### config.mk
export PLATFORM = sky130hd
export DESIGN_NAME = pmrt_trig
export DESIGN_NICKNAME = d
export VERILOG_FILES = /design/src/rtl/pmrt_pkg.sv /design/src/rtl/pmrt_trig.sv
export SDC_FILE = /design/constraint.sdc
export NUM_CORES = 1
export LEC_CHECK = 0
export ABC_AREA = 1
export BUFFER_PORTS_ARGS = -buffer_cell sky130_fd_sc_hd__buf_2
export CAP_MARGIN = 20
export CORE_ASPECT_RATIO = 0.6
export CORE_UTILIZATION = 25
export CTS_BUF_LIST = sky130_fd_sc_hd__clkbuf_16
export DETAILED_ROUTE_END_ITERATION = 16
export PLACE_DENSITY_LB_ADDON = 0.25
export SLEW_MARGIN = 20
export SYNTH_ARGS = -nofsm -noshare
export SYNTH_HDL_FRONTEND = slang
export SYNTH_SLANG_ARGS = --single-unit
export TNS_END_PERCENT = 100
### constraint.sdc
create_clock -name clk -period 0.98 [get_ports clk]
set_input_delay 0.098 -clock clk [delete_from_list [all_inputs] [get_ports clk]]
set_output_delay 0.098 -clock clk [all_outputs]
set_load 0.005 [all_outputs]
### src/rtl/pmrt_pkg.sv
`timescale 1ns / 1ps

package pmrt_pkg;

	localparam int COORD_W  = 32;
	localparam int FRAC_W   = 16;
	localparam int TAB_W    = FRAC_W + 1;
	localparam int TRIG_W   = FRAC_W + 2;
	localparam int PROD_W   = COORD_W + TRIG_W;
	localparam int ROT_W    = PROD_W + 1;
	localparam int NUM_RES  = 90;
	localparam int RES_W    = $clog2(NUM_RES);
	localparam int ANG_W    = 9;
	localparam int IDX_W    = 2;
	localparam int DATA_W   = 32;

	localparam logic [IDX_W-1:0] REG_MIRROR   = 2'd0;
	localparam logic [IDX_W-1:0] REG_ANGLE    = 2'd1;
	localparam logic [IDX_W-1:0] REG_ORIGIN_X = 2'd2;
	localparam logic [IDX_W-1:0] REG_ORIGIN_Y = 2'd3;

	localparam logic [ANG_W-1:0] DEG_QUAD = 9'd90;
	localparam logic [ANG_W-1:0] DEG_HALF = 9'd180;
	localparam logic [ANG_W-1:0] DEG_3Q   = 9'd270;
	localparam logic [ANG_W-1:0] DEG_FULL = 9'd360;

	localparam logic [63:0] DEG_Q30 = 64'd18740330;
	localparam logic [63:0] ONE_Q30 = 64'd1 << 30;

	localparam logic signed [TRIG_W-1:0] TRIG_ONE = TRIG_W'(64'd1 << FRAC_W);

	typedef logic [NUM_RES-1:0][TAB_W-1:0] trig_tab_t;

	typedef struct packed {
		logic               operation;
		logic signed [31:0] corner0_x;
		logic signed [31:0] corner0_y;
		logic signed [31:0] corner1_x;
		logic signed [31:0] corner1_y;
		logic signed [31:0] corner2_x;
		logic signed [31:0] corner2_y;
		logic signed [31:0] corner3_x;
		logic signed [31:0] corner3_y;
	} pmrt_item_t;

	typedef struct packed {
		logic signed [31:0] board0_x;
		logic signed [31:0] board0_y;
		logic signed [31:0] board1_x;
		logic signed [31:0] board1_y;
		logic signed [31:0] board2_x;
		logic signed [31:0] board2_y;
		logic signed [31:0] board3_x;
		logic signed [31:0] board3_y;
	} pmrt_result_t;

	// stage load enables for the corner datapath
	typedef struct packed {
		logic s2;
		logic s3;
	} pmrt_adv_t;

	// Q30 Taylor series per residue degree, rounded to the trig fraction width.
	// Elaboration only.
	function automatic trig_tab_t build_tab(input logic want_cos);
		trig_tab_t          tab;
		logic [63:0]        x;
		logic [63:0]        x2;
		logic [63:0]        ts;
		logic [63:0]        tc;
		logic [63:0]        v;
		logic signed [63:0] ss;
		logic signed [63:0] cs;
		tab = '0;
		for (int r = 0; r < NUM_RES; r++) begin
			x  = 64'(r) * DEG_Q30;
			x2 = (x * x) >> 30;
			ss = signed'(x);
			cs = signed'(ONE_Q30);
			ts = x;
			tc = ONE_Q30;
			for (int k = 1; k <= 8; k++) begin
				ts = (ts * x2) >> 30;
				tc = (tc * x2) >> 30;
				case (k)
					1: begin
						ts = ts / 6;
						tc = tc / 2;
					end
					2: begin
						ts = ts / 20;
						tc = tc / 12;
					end
					3: begin
						ts = ts / 42;
						tc = tc / 30;
					end
					4: begin
						ts = ts / 72;
						tc = tc / 56;
					end
					5: begin
						ts = ts / 110;
						tc = tc / 90;
					end
					6: begin
						ts = ts / 156;
						tc = tc / 132;
					end
					7: begin
						ts = ts / 210;
						tc = tc / 182;
					end
					default: begin
						ts = ts / 272;
						tc = tc / 240;
					end
				endcase
				if ((k % 2) == 1) begin
					ss = ss - signed'(ts);
					cs = cs - signed'(tc);
				end else begin
					ss = ss + signed'(ts);
					cs = cs + signed'(tc);
				end
			end
			if (ss < 0) ss = '0;
			if (cs < 0) cs = '0;
			v = want_cos ? unsigned'(cs) : unsigned'(ss);
			if (v > ONE_Q30) v = ONE_Q30;
			v = (v + (64'd1 << (29 - FRAC_W))) >> (30 - FRAC_W);
			tab[r] = v[TAB_W-1:0];
		end
		return tab;
	endfunction

	localparam trig_tab_t SIN_TAB = build_tab(1'b0);
	localparam trig_tab_t COS_TAB = build_tab(1'b1);

endpackage

### src/rtl/pmrt_trig.sv
`timescale 1ns / 1ps

module pmrt_trig (
	input  logic                                 clk,
	input  logic                                 arst_n,
	input  logic                                 load,
	input  logic [pmrt_pkg::ANG_W-1:0]           angle,
	output logic signed [pmrt_pkg::TRIG_W-1:0]   sin_q,
	output logic signed [pmrt_pkg::TRIG_W-1:0]   cos_q
);

	localparam logic [1:0] QUAD_0 = 2'd0;
	localparam logic [1:0] QUAD_1 = 2'd1;
	localparam logic [1:0] QUAD_2 = 2'd2;
	localparam logic [1:0] QUAD_3 = 2'd3;

	logic [pmrt_pkg::ANG_W-1:0]         deg;
	logic [pmrt_pkg::ANG_W-1:0]         res_full;
	logic [pmrt_pkg::RES_W-1:0]         res;
	logic [1:0]                         quad;
	logic signed [pmrt_pkg::TRIG_W-1:0] s0;
	logic signed [pmrt_pkg::TRIG_W-1:0] c0;
	logic signed [pmrt_pkg::TRIG_W-1:0] sin_d;
	logic signed [pmrt_pkg::TRIG_W-1:0] cos_d;

	always_comb begin
		deg = (angle >= pmrt_pkg::DEG_FULL) ? angle - pmrt_pkg::DEG_FULL : angle;
		if (deg >= pmrt_pkg::DEG_3Q) begin
			quad     = QUAD_3;
			res_full = deg - pmrt_pkg::DEG_3Q;
		end else if (deg >= pmrt_pkg::DEG_HALF) begin
			quad     = QUAD_2;
			res_full = deg - pmrt_pkg::DEG_HALF;
		end else if (deg >= pmrt_pkg::DEG_QUAD) begin
			quad     = QUAD_1;
			res_full = deg - pmrt_pkg::DEG_QUAD;
		end else begin
			quad     = QUAD_0;
			res_full = deg;
		end
		res = res_full[pmrt_pkg::RES_W-1:0];
		s0  = signed'({1'b0, pmrt_pkg::SIN_TAB[res]});
		c0  = signed'({1'b0, pmrt_pkg::COS_TAB[res]});
		case (quad)
			QUAD_0: begin
				sin_d = s0;
				cos_d = c0;
			end
			QUAD_1: begin
				sin_d = c0;
				cos_d = -s0;
			end
			QUAD_2: begin
				sin_d = -s0;
				cos_d = -c0;
			end
			default: begin
				sin_d = -c0;
				cos_d = s0;
			end
		endcase
	end

	always_ff @(posedge clk or negedge arst_n) begin
		if (!arst_n) begin
			sin_q <= '0;
			cos_q <= pmrt_pkg::TRIG_ONE;
		end else if (load) begin
			sin_q <= sin_d;
			cos_q <= cos_d;
		end
	end

endmodule

# ---- Yosys cells after proc, flatten, opt, wreduce, memory -nomap -nowiden
# Memory sizes are Yosys's and may differ from the RTL's.
# Cells that the tools add are included.
# Widths: inputs -> output; s select.
dict set report word_totals {
  regBits 36
  ram_bits 0
  out_inout_bits 36
  mem_bits_ro 4352
  wordCells 29
  n_memories 2
  latch_bits 0
}
dict set report op_classes {
  eq_ne 2
  reduce_logical 1
  n_mul 0
  shift 0
  n_mux 11
  magnitude_cmp 5
  bitwise 0
  add_sub_neg 6
  n_div 0
}
# name words width rd rd_clocked_by_memory_dff write_ports line
set mem_list {}
lappend mem_list {{(no name shown)} 128 17 1 0 0 pmrt_trig.sv:43} ;# c0 = signed'({1'b0, pmrt_pkg::COS_TAB[res]});
lappend mem_list {{(no name shown)} 128 17 1 0 0 pmrt_trig.sv:42} ;# s0 = signed'({1'b0, pmrt_pkg::SIN_TAB[res]});
# operator n
set op_table {}
lappend op_table {{$pmux 18 s3} 2}
lappend op_table {{$neg 17->18} 2}
lappend op_table {{$mux 17} 2}
lappend op_table {{$mux 7} 3}
lappend op_table {{$ge 9x9->1 const B} 2}
lappend op_table {{$ge 9x7->1 const B} 1}
lappend op_table {{$ge 9x8->1 const B} 1}
lappend op_table {{$mux 9} 1}
lappend op_table {{$sub 9x9->9 const B} 1}
lappend op_table {{$lt 7x8->1 const B} 1}
lappend op_table {{$sub 7x4->7 const B} 1}
lappend op_table {{$sub 7x6->7 const B} 1}
lappend op_table {{$sub 7x7->7 const B} 1}
lappend op_table {{$mux 2} 2}
lappend op_table {{$eq 2x1->1 const B} 1}
lappend op_table {{$eq 2x2->1 const B} 1}
lappend op_table {{$logic_not 2->1} 1}
lappend op_table {{$mux 1} 1}

# ---- Longest topological paths before layout
dict set report depth {
  ltp_word 10
  depth_mapped 41
}

# ---- Least setup slack after synthesis
# Ideal clock, no wire load.
dict set report synth_timing {
  kind {input port to flip-flop}
  startpoint {input angle[3] (netlist bit)}
  endpoint {register cos_q[6] (netlist bit)}
  t_arrival_ps 4109
  n_path_buf 2
  t_required_ps 860
  path_stages 31
  setup_slack_ps -3250
  cell_sequence {inv_1 > ha_1 > nor2_2 > nor2_2 > nand3b_1 > nand2_2 > ha_1 > nand2_1 > nor2_1 > nand3_1 > nand3_2 > nand2_4 > buf_6 > nand2_2 > nand2_1 > nand2_1 > ha_1 > nand4_1 > buf_2 > nand3_1 > nand2_1 > nand2_1 > o211ai_1 > a21boi_2 > ha_1 > nand3_2 > nor2_2 > xor2_1 > nor2_1 > o21ai_1 > nand2_1}
}
dict set report synth_via {
  elab_chain_cells 10
  elab_cells_between_ends 25
  classes_between {6 x add/sub; 4 x order compare; 2 x eq/ne; 10 x mux; 1 x reduce/logical; 2 x memory}
}
# element line
set synth_lines {}
lappend synth_lines {{start, declared} pmrt_trig.sv:7} ;# input logic [pmrt_pkg::ANG_W-1:0] angle,
lappend synth_lines {{$sub 9x9->9 or $ge 9x9->1 (tied branches)} pmrt_trig.sv:27} ;# deg = (angle >= pmrt_pkg::DEG_FULL) ? angle - pmrt_pkg::DEG_FULL : angle;
lappend synth_lines {{$mux 9 *} pmrt_trig.sv:27}
lappend synth_lines {{$ge 9x7->1 or $sub 7x7->7 (tied branches)} {pmrt_trig.sv:34, pmrt_trig.sv:36}}
lappend synth_lines {{$mux 7} pmrt_trig.sv:34} ;# end else if (deg >= pmrt_pkg::DEG_QUAD) begin
lappend synth_lines {{$mux 7} pmrt_trig.sv:31} ;# end else if (deg >= pmrt_pkg::DEG_HALF) begin
lappend synth_lines {{$mux 7} pmrt_trig.sv:28} ;# if (deg >= pmrt_pkg::DEG_3Q) begin
lappend synth_lines {{$mem_v2 128x17, on equally long branches} n/a}
lappend synth_lines {{$mux 17, on equally long branches} {pmrt_trig.sv:43, pmrt_trig.sv:42}}
lappend synth_lines {{$neg 17->18, on equally long branches} {pmrt_trig.sv:55, pmrt_trig.sv:51}}
lappend synth_lines {{$pmux 18 s3 *} pmrt_trig.sv:44} ;# case (quad)
lappend synth_lines {{end signal, assigned} pmrt_trig.sv:67} ;# cos_q <= pmrt_pkg::TRIG_ONE;
lappend synth_lines {{end signal, assigned} pmrt_trig.sv:70} ;# cos_q <= cos_d;
lappend synth_lines {{end, declared} pmrt_trig.sv:9} ;# output logic signed [pmrt_pkg::TRIG_W-1:0] cos_q
# Every way passes the cells marked *; elsewhere a longest branch is shown, timed or not. The select of a mux whose other input is x is not followed.
# A chain may end at the register's enable or synchronous reset.

# ---- Worst setup path after layout
dict set report layout_timing {
  startpoint {input angle[4] (netlist bit)}
  endpoint {register cos_q[6] (netlist bit)}
}
# Same word-level chain as after synthesis.

==> results_tabular.tex <==
\begin{tabular}{lr}
\hline
Metric & Value \\
\hline
\multicolumn{2}{l}{\textbf{Status}} \\
Run status & finished, violations left \\
Violated checks & negative setup slack \\
\multicolumn{2}{l}{\textbf{Placement}} \\
Placed wire-length estimate & approximately 40 mm \\
Gpl congestion & $\sim$1.0 \\
Number of buffers inserted by port buffering & between 40 and 50 \\
Cell area reported after detailed placement & around 0.012 mm\^{}2 \\
\multicolumn{2}{l}{\textbf{Worst hold path}} \\
Cell depth of the worst min-delay path & 4 \\
Hold path startpoint & load \\
Worst Hold Path EP & cos\_q[16] \\
Hold Crit Class & in -> reg \\
\multicolumn{2}{l}{\textbf{CTS}} \\
Maximum number of buffers from clock root to sink & 2 \\
H-tree levels & 2 \\
Total clock buffers created by CTS & 5 \\
TritonCTS clock tree & done \\
Clock slew seen by the registers of the worst setup and hold paths & 0.06 ns \\
Clock latency on the worst-skew pair & about 0.29 ns \\
Clock Sink Count & 36 \\
Cell at the root of the clock tree & sky130\_fd\_sc\_hd\_\_clkbuf\_16 \\
\multicolumn{2}{l}{\textbf{Die}} \\
Standard-cell rows & 50 \\
Standard cell core area & around 0.031 mm\^{}2 \\
Die Outline Area & approximately 0.033 mm\^{}2 \\
I/O Pins & 48 \\
Horizontal extent of the die & between 200 and 250 um \\
Initial Utilization & between 20\% and 30\% \\
Vertical extent of the die & around 140 um \\
\multicolumn{2}{l}{\textbf{Setup path}} \\
Required time at the worst-slack endpoint & $\sim$1.2 ns \\
Maximum fanout along the worst path & 8 \\
Worst-case register-to-register setup slack & 0.13 ns \\
Critical path arrival & just over 4 ns \\
Crit end category & flop \\
Worst reg-to-reg path cell count & 3 \\
Endpoint of the most critical register-to-register path & sin\_q[15] \\
Origin of the critical flop-to-flop path & sin\_q[15] \\
Crit Path Class & in -> reg \\
Startpoint class of the critical path & input pin \\
CP max stage cell & sky130\_fd\_sc\_hd\_\_ha\_4 \\
Maximum single-stage delay on the critical path & 0.27 ns \\
\multicolumn{2}{l}{\textbf{Synth}} \\
Average footprint of a synthesized cell & about 5.4 um\^{}2 \\
Post-synth top area cell & sky130\_fd\_sc\_hd\_\_nand2\_1 \\
Seq cells post-synth & 36 \\
Yosys synthesis warning count & 0 \\
Cell types with the largest area share after synthesis & sky130\_fd\_sc\_hd\_\_nand2\_1, sky130\_fd\_sc\_hd\_\_nand3\_1, sky130\_fd\_sc\_hd\_\_dfrtp\_1, sky130\_fd\_sc\_hd\_\_inv\_1, sky130\_fd\_sc\_hd\_\_nor2\_1 \\
Syn Std Cell Area & slightly above 0.008 mm\^{}2 \\
Prevailing post-synth register cell & sky130\_fd\_sc\_hd\_\_dfrtp\_1 \\
Number of enable-type register cells in the synthesized netlist & 0 \\
Proportion of netlist area held by the largest area contributor & 26.3\% \\
Number of instances in the synthesized netlist & 1,487 \\
Count of cell types in the netlist & 44 \\
Most frequent cell after synthesis & sky130\_fd\_sc\_hd\_\_nand2\_1 \\
Leading post-synthesis cells by instance count & sky130\_fd\_sc\_hd\_\_nand2\_1, sky130\_fd\_sc\_hd\_\_nand3\_1, sky130\_fd\_sc\_hd\_\_inv\_1, sky130\_fd\_sc\_hd\_\_nor2\_1, sky130\_fd\_sc\_hd\_\_a21oi\_1 \\
Fraction of registers with async set or reset after synthesis & between 90\% and 100\% \\
Proportion of synthesized chip area in sequential cells & between 10\% and 20\% \\
Syn nets & 1,530 \\
\multicolumn{2}{l}{\textbf{Global route}} \\
Overall track demand over capacity in global routing & between 20\% and 30\% \\
Largest net degree at the start of global routing & between 40 and 50 \\
Leftover overflow at the end of global routing & 0 \\
Initial antenna violation count & 1 \\
Global-route wire length before repair & 72.8 mm \\
Via count of the first global-routing pass & around 11,000 \\
\multicolumn{2}{l}{\textbf{Timing}} \\
Shortest clock period the worst path allows after layout & $\sim$3.9 ns \\
Worst Tran Pin Value & about 0.52 ns \\
Max\_slew headroom & between 60\% and 70\% \\
Post-route clock skew & 0 ns \\
Setup repair after global routing missed its margin & true \\
Setup-violating endpoint count in the final report & 37 \\
Number of slew-limit violations in the final report & 0 \\
Final worst slack & -2.95 ns \\
Final hold slack & $\sim$0.25 ns \\
Ratio of final minimum period to clock period & 401\% \\
Final hold viol count & 0 \\
Maximum achievable frequency & between 0.2 and 0.3 GHz \\
\multicolumn{2}{l}{\textbf{Route}} \\
Residual DRC & 0 \\
Remaining antenna violation count after routing & 0 \\
Routed wire per std cell & 21.6 um \\
Vias per inst & 5.28 \\
DR vias & between 10,000 and 15,000 \\
Total wire length after detailed routing & between 50 and 60 mm \\
Initial DRT Pass Iterations & 7 \\
Number of DRC violations after detailed-routing iteration 0 & approximately 1,500 \\
\multicolumn{2}{l}{\textbf{Power}} \\
Leakage & slightly above 7 nW \\
Worst-case vdd ir drop & $\sim$0.00076 V \\
Pwr dens & between 2000 and 2500 mW/mm\^{}2 \\
\multicolumn{2}{l}{\textbf{Layout}} \\
Layout cells sized above 1 & 46.6\% \\
Layout Nets & between 1,500 and 2,000 \\
Area growth from synthesis to final layout & 75.4\% \\
Cell area after layout & 0.0142 mm\^{}2 \\
Diode insertion count for antenna repair & 0 \\
End-of-flow core utilization & between 40\% and 50\% \\
\multicolumn{2}{l}{\textbf{Job}} \\
Max-Cap Viols & 0 \\
\hline
\end{tabular}
## kinds of logic (layout without fill, tap and decap cells)
kind of cell | Yosys count | in the layout | share of synthesized area (%)
AO/OA/AOI/OAI | 127 | 127 | 9.27
XOR/XNOR | 15 | 15 | 1.63
adder cells (fa/ha/maj) | 31 | 31 | 4.81
buffers and inverters | 197 | 646 | 11.8
flip-flops | 36 | 36 | 11.2
AND/OR/NAND/NOR | 1081 | 1082 | 61.3
## worst max-delay path by stage
stage / start / to / cells past startpoint
6_report: angle[4] / cos_q[6] / 33
5_1_grt: angle[4] / cos_q[16] / 36
4_1_cts: angle[3] / cos_q[10] / 35
3_5_place_dp: angle[4] / cos_q[7] / 33
3_3_place_gp: angle[4] / cos_q[10] / 35
2_1_floorplan: angle[3] / cos_q[6] / 31
## flip-flops by register name, indices dropped and copies added, names as in the netlist
signal and count:
sin_q 18, cos_q 18
## cell type report
type,count,area [um^2]
Tap cell,416,520
Multi-Input combinational cell,1255,7810
Inverter,122,485
Timing Repair Buffer,516,4300
Sequential cell,36,902
Fill cell,3343,17300
Clock inverter,3,11.3
Clock buffer,5,125
## stage by stage
step | TNS (ns) | cells | total power [mW] | setup slack (ns)
2_1_floorplan | -92.31 | 1487 | 13.2 | -2.73
3_3_place_gp | -120.47 | 2282 | 24.4 | -3.48
3_5_place_dp | -119.59 | 2282 | 24.2 | -3.42
4_1_cts | -99.83 | 2331 | 28.7 | -2.86
5_1_grt | -110.47 | 2353 | 33.5 | -3.22
6_report | -102.19 | 2353 | 31.8 | -2.95
## critical path, delay by kind of cell
family	cells	cell delay (ns)
compound gates	2	0.32
buf+inv	4	0.48
fa+ha+maj	4	0.78
simple gates	23	2.37
## power by group
part | switching, mW | internal (mW) | total, mW
clock network | 0.664 | 0.917 | 1.58
registers | 0.288 | 2.02 | 2.31
logic | 16.2 | 11.8 | 27.9
## cells in the final DEF, fill, tap and decap left out, types with 10 or more instances in the layout
cell type and n:
sky130_fd_sc_hd__ha_1 19, sky130_fd_sc_hd__inv_2 22, sky130_fd_sc_hd__a221oi_1 11, sky130_fd_sc_hd__nand3_4 28, sky130_fd_sc_hd__o21ai_1 21, sky130_fd_sc_hd__buf_2 44, sky130_fd_sc_hd__o211ai_1 10, sky130_fd_sc_hd__dfrtp_1 35
sky130_fd_sc_hd__nand4_1 22, sky130_fd_sc_hd__nor2_2 37, sky130_fd_sc_hd__o21ai_0 23, sky130_fd_sc_hd__buf_6 30, sky130_fd_sc_hd__ha_4 10, sky130_fd_sc_hd__buf_12 24, sky130_fd_sc_hd__nand3_1 207, sky130_fd_sc_hd__nor2_1 68
sky130_fd_sc_hd__inv_1 94, sky130_fd_sc_hd__nand2_4 32, sky130_fd_sc_hd__nand2_2 96, sky130_fd_sc_hd__nand3_2 63, sky130_fd_sc_hd__nand2_1 471, sky130_fd_sc_hd__a21oi_1 33, sky130_fd_sc_hd__buf_4 407, sky130_fd_sc_hd__nor2_4 33
## routing by layer
metal  up-vias  track usage (%)  wire, um
met5         -                0        13
met4         2             3.86       717
met3        58             12.3      6880
met2       669             40.0     19300
met1      5943             44.3     24000
li1       5763                -         -
## repair_timing
action	CTS	global route
hold buffers	1	0
resized for setup	214	160
pin swaps	83	100
endpoints found under the hold margin	10	0
endpoints found under the setup margin	37	37
buffers inserted	37	21
cloned	3	2
Note: power is estimated with default switching activity, not from simulation.
